<file path="src/hdl/plt_table.sv">
`timescale 1ns / 1ps

module plt_table #(
  parameter int unsigned DEPTH = 32,
  parameter int unsigned AW    = 5
) (
  input  logic          clk_i,
  input  logic          wr_en_i,
  input  logic [AW-1:0] wr_addr_i,
  input  logic [63:0]   wr_data_i,
  input  logic [AW-1:0] rd_addr_i,
  output logic [63:0]   rd_data_o
);

  // Each word holds the breakpoint in the upper half and its value in the lower half.
  logic [63:0] mem [DEPTH];
  logic [63:0] rd_data_q;

  always_ff @(posedge clk_i) begin
    if (wr_en_i) begin
      mem[wr_addr_i] <= wr_data_i;
    end
  end

  always_ff @(posedge clk_i) begin
    rd_data_q <= mem[rd_addr_i];
  end

  assign rd_data_o = rd_data_q;

endmodule

</file>
<file path="config.mk">
export PLATFORM = sky130hd
export DESIGN_NAME = plt_table
export DESIGN_NICKNAME = d
export VERILOG_FILES = /design/src/hdl/plt_table.sv
export SDC_FILE = /design/constraint.sdc
export NUM_CORES = 2
export LEC_CHECK = 0
export ABC_AREA = 1
export BUFFER_PORTS_ARGS = -buffer_cell sky130_fd_sc_hd__buf_2
export CORE_UTILIZATION = 60
export CTS_CLUSTER_DIAMETER = 100
export DETAILED_ROUTE_END_ITERATION = 10
export MAX_ROUTING_LAYER = met4
export PLACE_DENSITY = 0.75
export SLEW_MARGIN = 20
export SYNTH_ARGS = -nofsm -noshare
export SYNTH_HDL_FRONTEND = slang
export SYNTH_SLANG_ARGS = --single-unit
</file>
<file path="constraint.sdc">
create_clock -name clk_i -period 5.47 [get_ports clk_i]
set_input_delay 1.094 -clock clk_i [delete_from_list [all_inputs] [get_ports clk_i]]
set_output_delay 1.094 -clock clk_i [all_outputs]
set_load 0.005 [all_outputs]
</file>
==> results.yml <==
status:
  outcome: "completed"
pwr:
  cellLeakagePower_nw: 32.8
  p_per_area_mw_per_mm2: 363
  ir_drop_v: 0.000334
  p_total_w: 0.0334
detailed_routing:
  via_per_inst: 6.21
  wl_per_cell_um: 24.8
  met1_length_mm: 82.1
  drc_errors: 0
  drtIter0Drc: 8374
  ant_nets: 0
  routed.top_layer: "met4"
  dr_wl_met3_mm: 24.1
  vias: 54500
  route.met2.wl_mm: 103
  routed_wirelength_mm: 218
  drtPass1Iterations: 6
grt:
  grt_max_degree: 208
  antenna_found_initial: 17
  grt_overflow_total: 0
  grt_pass1_vias: 52200
  grt_use_total: 0.319
  grt_pass1_wl_mm: 323
yosys:
  syn_inst: 6768
  avgSynthCellArea_um2: 12.3
  yosysSeqAreaShare: 0.756
  synth_nets: 6844
  synth_area_mm2: 0.0830
  ys_warn_count: 0
  synth_cell_types: 13
  ys_seq_elements: 2112
clocking:
  post_cts_buffers: 0
  cts_resized: 0
  clk_latency_ns: 0.84
  cts_hold_buf: 0
  tritoncts: "yes"
  cts_buffers: 199
  h-tree-depth: 4
  clk_pin_slew_ns: 0.06
  clockBufferDepth: 3
  clockRootBuffer: "clkbuf_16"
  cts_sinks: 2112
setup_path:
  cpMaxStageDelayCell: "nor2_4"
  crit_type: "input pin to flop"
  path_cells: "buf_2, nand3_1, nor2_4, buf_4"
  max_stage_delay_ns: 0.93
  worst_setup_path_end_kind: "flop"
  arrival_ns: 3.44
  worst_setup_path_start_kind: "input pin"
  path_max_fanout: 23
  crit_required_ns: 5.94
sta:
  tightest_slew_ns: 1.10
  setup_viol: 0
  rsz0062_at_grt: "no"
  fin_tns_setup_ns: 0
  slew_headroom: 0.266
  finClkSkew_ns: 0.0471
  min_period_ns: 2.97
  fmax_mhz: 337
  slew_viol_final: 0
  timing.final.crit_share: 0.543
  setup_ws_ns: 2.50
  finalHoldViolCount: 0
place:
  gp_congestion: 0.804
  dpl.hpwl_mm: 108
  pre_cts_ws_ns: 1.71
  portBuffers: 139
finish:
  n_fill_cell: 9337
  drive_above_1_share: 0.0803
  final_common_cell: "nand2_1"
  nNetsFinal: 6863
  final_cell_mix: "nand2_1 (2,376), edfxtp_1 (2,048), nand3_1 (1,800)"
  syn2layout_area_growth_pct: 10.6
floorplan:
  die_h_um: 374
  die_w_um: 374
  core_mm2: 0.137
  io_pins: 140
  dieArea_mm2: 0.140
  rows: 136
  start_util: 0.604
flow_run:
  max-cap-violations: 0
worst_hold_path:
  holdCritPathClass: "flop to flop"
## final timing paths
check                        startpoint                    end  slack, ns  cells after the start
setup / recovery                wr_en_i   mem[3][39]$_DFFE_PP_       2.50                      4
hold / removal    mem[18][22]$_DFFE_PP_  rd_data_o[22]$_DFF_P_       0.71                      6
setup reg to reg  mem[17][16]$_DFFE_PP_  rd_data_o[16]$_DFF_P_       4.08                      6
hold reg to reg   mem[18][22]$_DFFE_PP_  rd_data_o[22]$_DFF_P_       0.71                      6
## sequential cells by signal (all words and copies together), names as in the netlist
signal     cells
rd_data_o     64
mem         2048
## critical path, delay by kind of cell
kind	cells	cell delay, ns
buffers and inverters	2	0.73
and+or+nand+nor	2	1.55
## synth_stat cells
cell / n / area [um^2]
edfxtp_1: 2048 / 61500
dfxtp_1: 64 / 1280
buf_6: 4 / 45.0
nor2_1: 32 / 120
clkbuf_1: 82 / 308
buf_2: 275 / 1380
inv_1: 7 / 26.3
nand2_1: 2376 / 8920
inv_4: 1 / 6.26
buf_4: 28 / 210
inv_2: 2 / 7.51
nand3_1: 1800 / 9010
buf_1: 49 / 184
## logic make-up (layout without fill, tap and decap cells)
logic type    after synthesis  count (layout)  share of synthesized area
simple gates             4208            4208                      0.217
buf+inv                   448             644                     0.0261
other cells                 0              14                          0
flops                    2112            2112                      0.756
## where the power goes
part,switching (W),internal (W)
logic,0.00145,0.000491
clock network,0.00587,0.00748
registers,0.0000832,0.0180
## per-stage QoR
stage | instance area (um^2) | hold slack [ns] | utilization | std cells
global placement | 85500 | 0.670 | 0.622 | 8380
CTS | 91800 | 0.706 | 0.668 | 8758
finish | 91800 | 0.708 | 0.669 | 8772
floorplan | 83000 | 0.640 | - | 6768
detailed placement | 85500 | 0.696 | 0.622 | 8380
global route | 91800 | 0.753 | 0.668 | 8768
## layer usage
| layer | track usage | vias up |
|---|---|---|
| met3 | 0.0548 | 542 |
| met5 | - | - |
| met1 | 0.437 | 26400 |
| li1 | - | 24000 |
| met2 | 0.484 | 3455 |
| met4 | 0.122 | 0 |
## cell type report
class	count	area, um^2	share of cell area
Antenna cell	14	35.0	0.000382
Clock buffer	296	5600	0.0610
Clock inverter	82	714	0.00778
Inverter	10	76.3	0.000831
Multi-Input combinational cell	4208	18300	0.199
Sequential cell	2112	62800	0.684
Tap cell	1794	2240	0.0245
Timing Repair Buffer	256	2070	0.0225
Note: power is estimated with default switching activity, not from simulation.
