<file path="src/hdl/plt_pkg.sv">
`timescale 1ns / 1ps

package plt_pkg;

  // Fixed widths of the Q16.16 datapath.
  localparam int unsigned DATA_W    = 32;
  localparam int unsigned MAG_W     = DATA_W + 1;   // magnitude of a 33-bit difference
  localparam int unsigned PROD_W    = 2 * DATA_W + 1; // product of two magnitudes
  localparam int unsigned REM_W     = MAG_W + 1;
  localparam int unsigned QUO_W     = 41;           // quotient is capped at 2^40
  localparam int unsigned MUL_SPLIT = 16;           // low slice of the second factor
  localparam int unsigned MUL_HI_W  = MAG_W - MUL_SPLIT;
  localparam int unsigned MUL_P_W   = MAG_W + MUL_HI_W;
  localparam int unsigned CNT_W     = $clog2(PROD_W);
  localparam int unsigned LEN_W     = 6;

  localparam logic [QUO_W-1:0] QUO_CAP = {1'b1, {(QUO_W-1){1'b0}}};
  localparam logic [LEN_W-1:0] TABLE_LENGTH_RESET = 6'd2;

  localparam logic MODE_WRITE  = 1'b0;
  localparam logic MODE_LOOKUP = 1'b1;

  localparam logic [1:0] REGION_INTERP = 2'd0;
  localparam logic [1:0] REGION_BELOW  = 2'd1;
  localparam logic [1:0] REGION_ABOVE  = 2'd2;
  localparam logic [1:0] REGION_WRITE  = 2'd3;

  typedef enum logic [3:0] {
    S_IDLE,
    S_CHK0,
    S_CHKN,
    S_MID,
    S_HI,
    S_LO,
    S_SEG,
    S_P1,
    S_P2,
    S_DIV,
    S_DONE
  } plt_state_e;

  typedef enum logic [1:0] {
    MD_IDLE,
    MD_MUL_LO,
    MD_MUL_HI,
    MD_DIV
  } plt_md_phase_e;

  typedef struct packed {
    logic             start;
    logic [MAG_W-1:0] a_mag;
    logic [MAG_W-1:0] b_mag;
    logic [MAG_W-1:0] d_mag;
  } plt_md_req_t;

  typedef struct packed {
    logic             done;
    logic [QUO_W-1:0] quo;
  } plt_md_rsp_t;

endpackage

</file>
<file path="src/hdl/plt_muldiv.sv">
`timescale 1ns / 1ps

module plt_muldiv (
  input  logic                clk_i,
  input  logic                rst_ni,
  input  plt_pkg::plt_md_req_t req_i,
  output plt_pkg::plt_md_rsp_t rsp_o
);

  import plt_pkg::*;

  plt_md_phase_e phase_q, phase_d;
  logic [CNT_W-1:0]  cnt_q, cnt_d;
  logic              done_q, done_d;
  logic [MAG_W-1:0]  a_q, a_d, b_q, b_d, d_q, d_d;
  logic [PROD_W-1:0] prod_q, prod_d;
  logic [REM_W-1:0]  rem_q, rem_d;
  logic [QUO_W-1:0]  quo_q, quo_d;
  logic              big_q, big_d;

  logic [MUL_HI_W-1:0] mul_b;
  logic [MUL_P_W-1:0]  mul_p;
  logic [REM_W-1:0]    rem_shift;
  logic [REM_W-1:0]    div_ext;
  logic                ge;

  // One multiplier, used for the low and then the high slice of the second factor.
  assign mul_b = (phase_q == MD_MUL_LO) ? {1'b0, b_q[MUL_SPLIT-1:0]}
                                         : b_q[MAG_W-1:MUL_SPLIT];
  assign mul_p = a_q * mul_b;

  // Restoring division step, one quotient bit per cycle.
  assign div_ext   = {1'b0, d_q};
  assign rem_shift = {rem_q[REM_W-2:0], prod_q[PROD_W-1]};
  assign ge        = rem_shift >= div_ext;

  always_comb begin
    phase_d = phase_q;
    cnt_d   = cnt_q;
    done_d  = 1'b0;
    a_d     = a_q;
    b_d     = b_q;
    d_d     = d_q;
    prod_d  = prod_q;
    rem_d   = rem_q;
    quo_d   = quo_q;
    big_d   = big_q;
    unique case (phase_q)
      MD_IDLE: begin
        if (req_i.start) begin
          a_d     = req_i.a_mag;
          b_d     = req_i.b_mag;
          d_d     = req_i.d_mag;
          phase_d = MD_MUL_LO;
        end
      end
      MD_MUL_LO: begin
        prod_d  = PROD_W'(mul_p);
        phase_d = MD_MUL_HI;
      end
      MD_MUL_HI: begin
        prod_d  = prod_q + (PROD_W'(mul_p) << MUL_SPLIT);
        rem_d   = '0;
        quo_d   = '0;
        big_d   = 1'b0;
        cnt_d   = '0;
        phase_d = MD_DIV;
      end
      MD_DIV: begin
        prod_d = prod_q << 1;
        rem_d  = ge ? (rem_shift - div_ext) : rem_shift;
        quo_d  = {quo_q[QUO_W-2:0], ge};
        // Once the quotient has passed the cap it stays there.
        big_d  = big_q | quo_q[QUO_W-1];
        cnt_d  = cnt_q + 1'b1;
        if (cnt_q == CNT_W'(PROD_W - 1)) begin
          phase_d = MD_IDLE;
          done_d  = 1'b1;
        end
      end
      default: begin
        phase_d = MD_IDLE;
      end
    endcase
  end

  always_ff @(posedge clk_i or negedge rst_ni) begin
    if (!rst_ni) begin
      phase_q <= MD_IDLE;
      cnt_q   <= '0;
      done_q  <= 1'b0;
    end else begin
      phase_q <= phase_d;
      cnt_q   <= cnt_d;
      done_q  <= done_d;
    end
  end

  always_ff @(posedge clk_i) begin
    a_q    <= a_d;
    b_q    <= b_d;
    d_q    <= d_d;
    prod_q <= prod_d;
    rem_q  <= rem_d;
    quo_q  <= quo_d;
    big_q  <= big_d;
  end

  assign rsp_o.done = done_q;
  assign rsp_o.quo  = (big_q || (quo_q > QUO_CAP)) ? QUO_CAP : quo_q;

`ifndef ASSERT_OFF
  a_rem_below_div: assert property (@(posedge clk_i) disable iff (!rst_ni)
      phase_q == MD_DIV |-> rem_q < div_ext)
    else $error("division remainder not below divisor");

  a_start_when_idle: assert property (@(posedge clk_i) disable iff (!rst_ni)
      req_i.start |-> phase_q == MD_IDLE)
    else $error("multiply-divide started while busy");

  a_done_when_idle: assert property (@(posedge clk_i) disable iff (!rst_ni)
      done_q |-> phase_q == MD_IDLE)
    else $error("multiply-divide reported done while still busy");
`endif

endmodule

</file>
<file path="config.mk">
export PLATFORM = sky130hd
export DESIGN_NAME = plt_muldiv
export DESIGN_NICKNAME = d
export VERILOG_FILES = /design/src/hdl/plt_pkg.sv /design/src/hdl/plt_muldiv.sv
export SDC_FILE = /design/constraint.sdc
export NUM_CORES = 2
export LEC_CHECK = 0
export ABC_AREA = 1
export CAP_MARGIN = 20
export CORE_MARGIN = 2
export CORE_UTILIZATION = 40
export CTS_CLUSTER_DIAMETER = 60
export DETAILED_ROUTE_END_ITERATION = 6
export DONT_BUFFER_PORTS = 1
export PLACE_DENSITY = 0.57
export SLEW_MARGIN = 40
export SYNTH_ARGS = -nofsm -noshare
export SYNTH_HDL_FRONTEND = slang
export SYNTH_SLANG_ARGS = --single-unit
</file>
<file path="constraint.sdc">
create_clock -name clk_i -period 19.65 [get_ports clk_i]
set_clock_uncertainty 0.15 [all_clocks]
set_input_delay 0.9825 -clock clk_i [delete_from_list [all_inputs] [get_ports clk_i]]
set_output_delay 0.9825 -clock clk_i [all_outputs]
set_load 0.01 [all_outputs]
</file>
==> results.md <==
* Status: complete, no violations
* Post-synthesis cell area at ~0.034 mm^2
* Post-synth EDFFs at roughly 240
* Worst hold path type: in -> reg
* Router iterations before antenna repair at 5
* Root buffer cell: clkbuf_16
* Crit Path Class: reg -> reg
* Die width at 294 um
* Startpoint Class: flip-flop
* DIE HEIGHT at between 200 and 300 um
* Pwr Density at between 30 and 40 mW/mm^2
* Max Slew Vio Count at 0
* Critical Path Max Stage Delay at around 0.63 ns
* Yosys warnings at 0
* Layout area overhead at 7.46%
* Hold Vio Cnt, Final at 0
* Layout cell share with drive strength beyond 1 at 0.0389
* Synth cell types at 51
* Nets at approximately 5000
* Syn_area_per_cell at around 7.9 um^2
* First-pass GRT wire length at roughly 160 mm
* Crit path capture type: flip-flop
* Vias in the first global route at between 20000 and 30000
* Largest net degree at the start of global routing at 80
* Dpl cells at 5249
* PortBufs at 0
* GPL Wtd Cong at 0.954
* M1 GR Usage at 0.327
* Crit Path Max Fanout at 31
* Final period util at 0.528
* Leading area contributor after synthesis: fa_1
* Skew-Pair Late Insertion Delay at between 0.6 and 0.7 ns
* Vias/cell at 5.08
* Gr busiest metal: met2
* Post-route insts no fill at roughly 5300
* CTS tree: built
* Row Count at 106
* Synth area leaders: fa_1 (28%), edfxtp_1 (21%), inv_1 (11%)
* Routed vias at between 20000 and 30000
* CTS Sinks at ~250
* Deepest clock path buffer count at 3
* Slowest CP cell: xor2_1
* Wire per inst at ~19 um
* Register area share after synthesis at 0.221
* Initial Utilization at 0.403
* # setup viols final at 0
* Syn_nets at ~5000
* Reg clk slew, reported paths at ~0.050 ns
* RSZ-0062 raised after global routing: no
* Die area at between 0.08 and 0.09 mm^2
* First DRT Iteration DRCs at just over 2000
* Max-slew headroom at 0.442
* # Post-CTS Setup Buffers at 0
* Routed wire length at approximately 100 mm
* Total track usage at 0.239
* Dpl hpwl at roughly 82 mm
* Power Total at 1.30 mW
* Initial antenna violation count at 1
* Antenna-violating nets left at 0
* Asr flop ratio synth at 0.0402
* Critical Path RT at around 20 ns
* Worst slew pin tran at 0.837 ns
* Top FF cell, synth: edfxtp_1
* #FFs+latches synth at approximately 250
* Final setup TNS at 0 ns
* Max_cap viols at 0
* Worst Path Buf+Inv at 11
* Leakage Power at 18.0 nW
* Remaining Overflow, GRT at 0
* Most frequent CP cell: inv_1
* Maximum vdd drop at just under 0.00006 V
* Final min period at between 10 and 15 ns
* # H-tree levels at 2
* GR Util met2 at 0.393
* Fmax at a little under 0.1 GHz
* Post-synthesis cell count at between 4000 and 5000
* TritonCTS Buffers at 40
* Boundary Pins at around 140
* Delay-heaviest family, CP: adder cells
* Core area at ~0.083 mm^2
* Diodes inserted at 0
* CP arrival at around 11 ns
* DRC at 0
* Share of the synthesized area in the top cell type at 0.277
* GR met3 Demand/Resource at 0.0343
state kept, by name (all words and copies together), names as in the netlist:
signal	count
prod_q	65
quo_q	41
a_q	33
b_q	33
d_q	33
rem_q	33
cnt_q	7
phase_q	2
big_q	1
done_q	1
kinds of logic (layout without fill, tap and decap cells):
family	count (synthesis)	count (layout)	share of synthesized area
buffers and inverters	1102	1080	0.125
xor gates and xnor gates	64	64	0.0167
and+or+nand+nor	1728	1728	0.208
DFF	249	249	0.221
adders and majority gates	678	678	0.356
AOI/OAI and AO/OA	445	445	0.0734
cell type report:
| type | instances | area, um^2 |
|---|---|---|
| inverter | 977 | 3670 |
| tap | 1080 | 1350 |
| sequential | 249 | 7430 |
| timing repair buffer | 32 | 319 |
| fill | 8465 | 47300 |
| multi-input combinational | 2915 | 22000 |
| clock buffer | 45 | 1020 |
| clock inverter | 26 | 313 |
path summary, 6_finish.rpt:
| path | startpoint | to | slack, ns | depth (start not counted) |
|---|---|---|---|---|
| worst max-delay path | phase_q[1]$_DFFE_PN0P_ | prod_q[49]$_DFFE_PN_ | 9.28 | 40 |
| worst min-delay path | req_i[76] | a_q[10]$_DFFE_PP_ | 0.29 | 0 |
| worst max register to register | phase_q[1]$_DFFE_PN0P_ | prod_q[49]$_DFFE_PN_ | 9.28 | 40 |
| worst min register to register | prod_q[15]$_DFFE_PP_ | prod_q[16]$_DFFE_PN_ | 0.35 | 2 |
| max in group asynchronous | rst_ni | cnt_q[3]$_DFFE_PN0N_ | 18.30 | 1 |
| min in group asynchronous | rst_ni | phase_q[1]$_DFFE_PN0P_ | 0.67 | 1 |
power breakdown:
part | switching, mW | total (mW) | internal, mW
Sequential | 0 | 0.577 | 0.577
Combinational | 0.000512 | 0.000681 | 0.000154
Clock | 0.295 | 0.718 | 0.423
cell usage in the layout, fill, tap and decap left out, types with 5 or more instances in the layout:
| cell type | synthesis | routed |
|---|---|---|
| o211ai_1 | 8 | 8 |
| a31oi_1 | 12 | 11 |
| and2_1 | 9 | 9 |
| inv_2 | 5 | 11 |
| edfxtp_1 | 239 | 239 |
| nand3_1 | 134 | 134 |
| buf_4 | 1 | 24 |
| xnor2_1 | 17 | 17 |
| inv_1 | 963 | 957 |
| inv_6 | 0 | 5 |
| clkinv_2 | 0 | 5 |
| nand3b_1 | 5 | 5 |
| a21oi_1 | 183 | 183 |
| fa_1 | 466 | 466 |
| clkinv_1 | 8 | 8 |
| nand4_1 | 26 | 26 |
| o21ai_0 | 148 | 139 |
| o21bai_1 | 19 | 19 |
| nor3_1 | 31 | 31 |
| o21a_1 | 12 | 12 |
| or2_2 | 25 | 25 |
| o21ai_1 | 25 | 30 |
| clkbuf_1 | 99 | 5 |
| nand2_1 | 958 | 958 |
| dfrtp_1 | 10 | 10 |
| xor2_1 | 47 | 47 |
| ha_1 | 212 | 211 |
| nor2_2 | 11 | 11 |
| a21o_1 | 11 | 11 |
| nor2_1 | 501 | 500 |
| a22o_1 | 13 | 13 |
| o21ai_2 | 3 | 7 |
| nor4_1 | 14 | 14 |
| clkbuf_16 | 0 | 40 |
synth_stat cells, drive strengths merged, types with 5 or more instances:
cell    number
inv        969
nand2      963
nor2       512
fa         466
edfxtp     239
ha         212
a21oi      185
o21ai      176
nand3      135
clkbuf      99
xor2        47
nor3        32
or2         29
buf         26
nand4       26
o21bai      19
xnor2       17
nor4        14
a22o        13
a31oi       12
o21a        12
a21o        11
dfrtp       10
and2         9
clkinv       8
o211ai       8
a21boi       5
nand3b       5
metrics by stage:
stage / util / instance area [um^2] / hold WS, ns / setup WS, ns
4_1_cts: 0.432 / 36100 / 0.249 / 8.76
3_5_place_dp: 0.416 / 34700 / 0.366 / 8.80
3_3_place_gp: 0.415 / 34700 / 0.348 / 8.96
5_1_grt: 0.433 / 36100 / 0.267 / 8.74
6_report: 0.433 / 36100 / 0.288 / 9.28
2_1_floorplan: - / 33600 / 0.325 / 11.57
routing by layer:
metal	wire length, um	part of all wire
met5	13	0.00013
met4	2990	0.030
met3	6180	0.062
met2	46700	0.47
met1	44400	0.44
timing repair:
| item | in CTS | in global routing |
|---|---|---|
| hold endpoints to repair | 10 | 0 |
| hold buffers | 1 | 0 |
| gates resized for setup | 0 | 0 |
(Power assumes the default switching activity.)
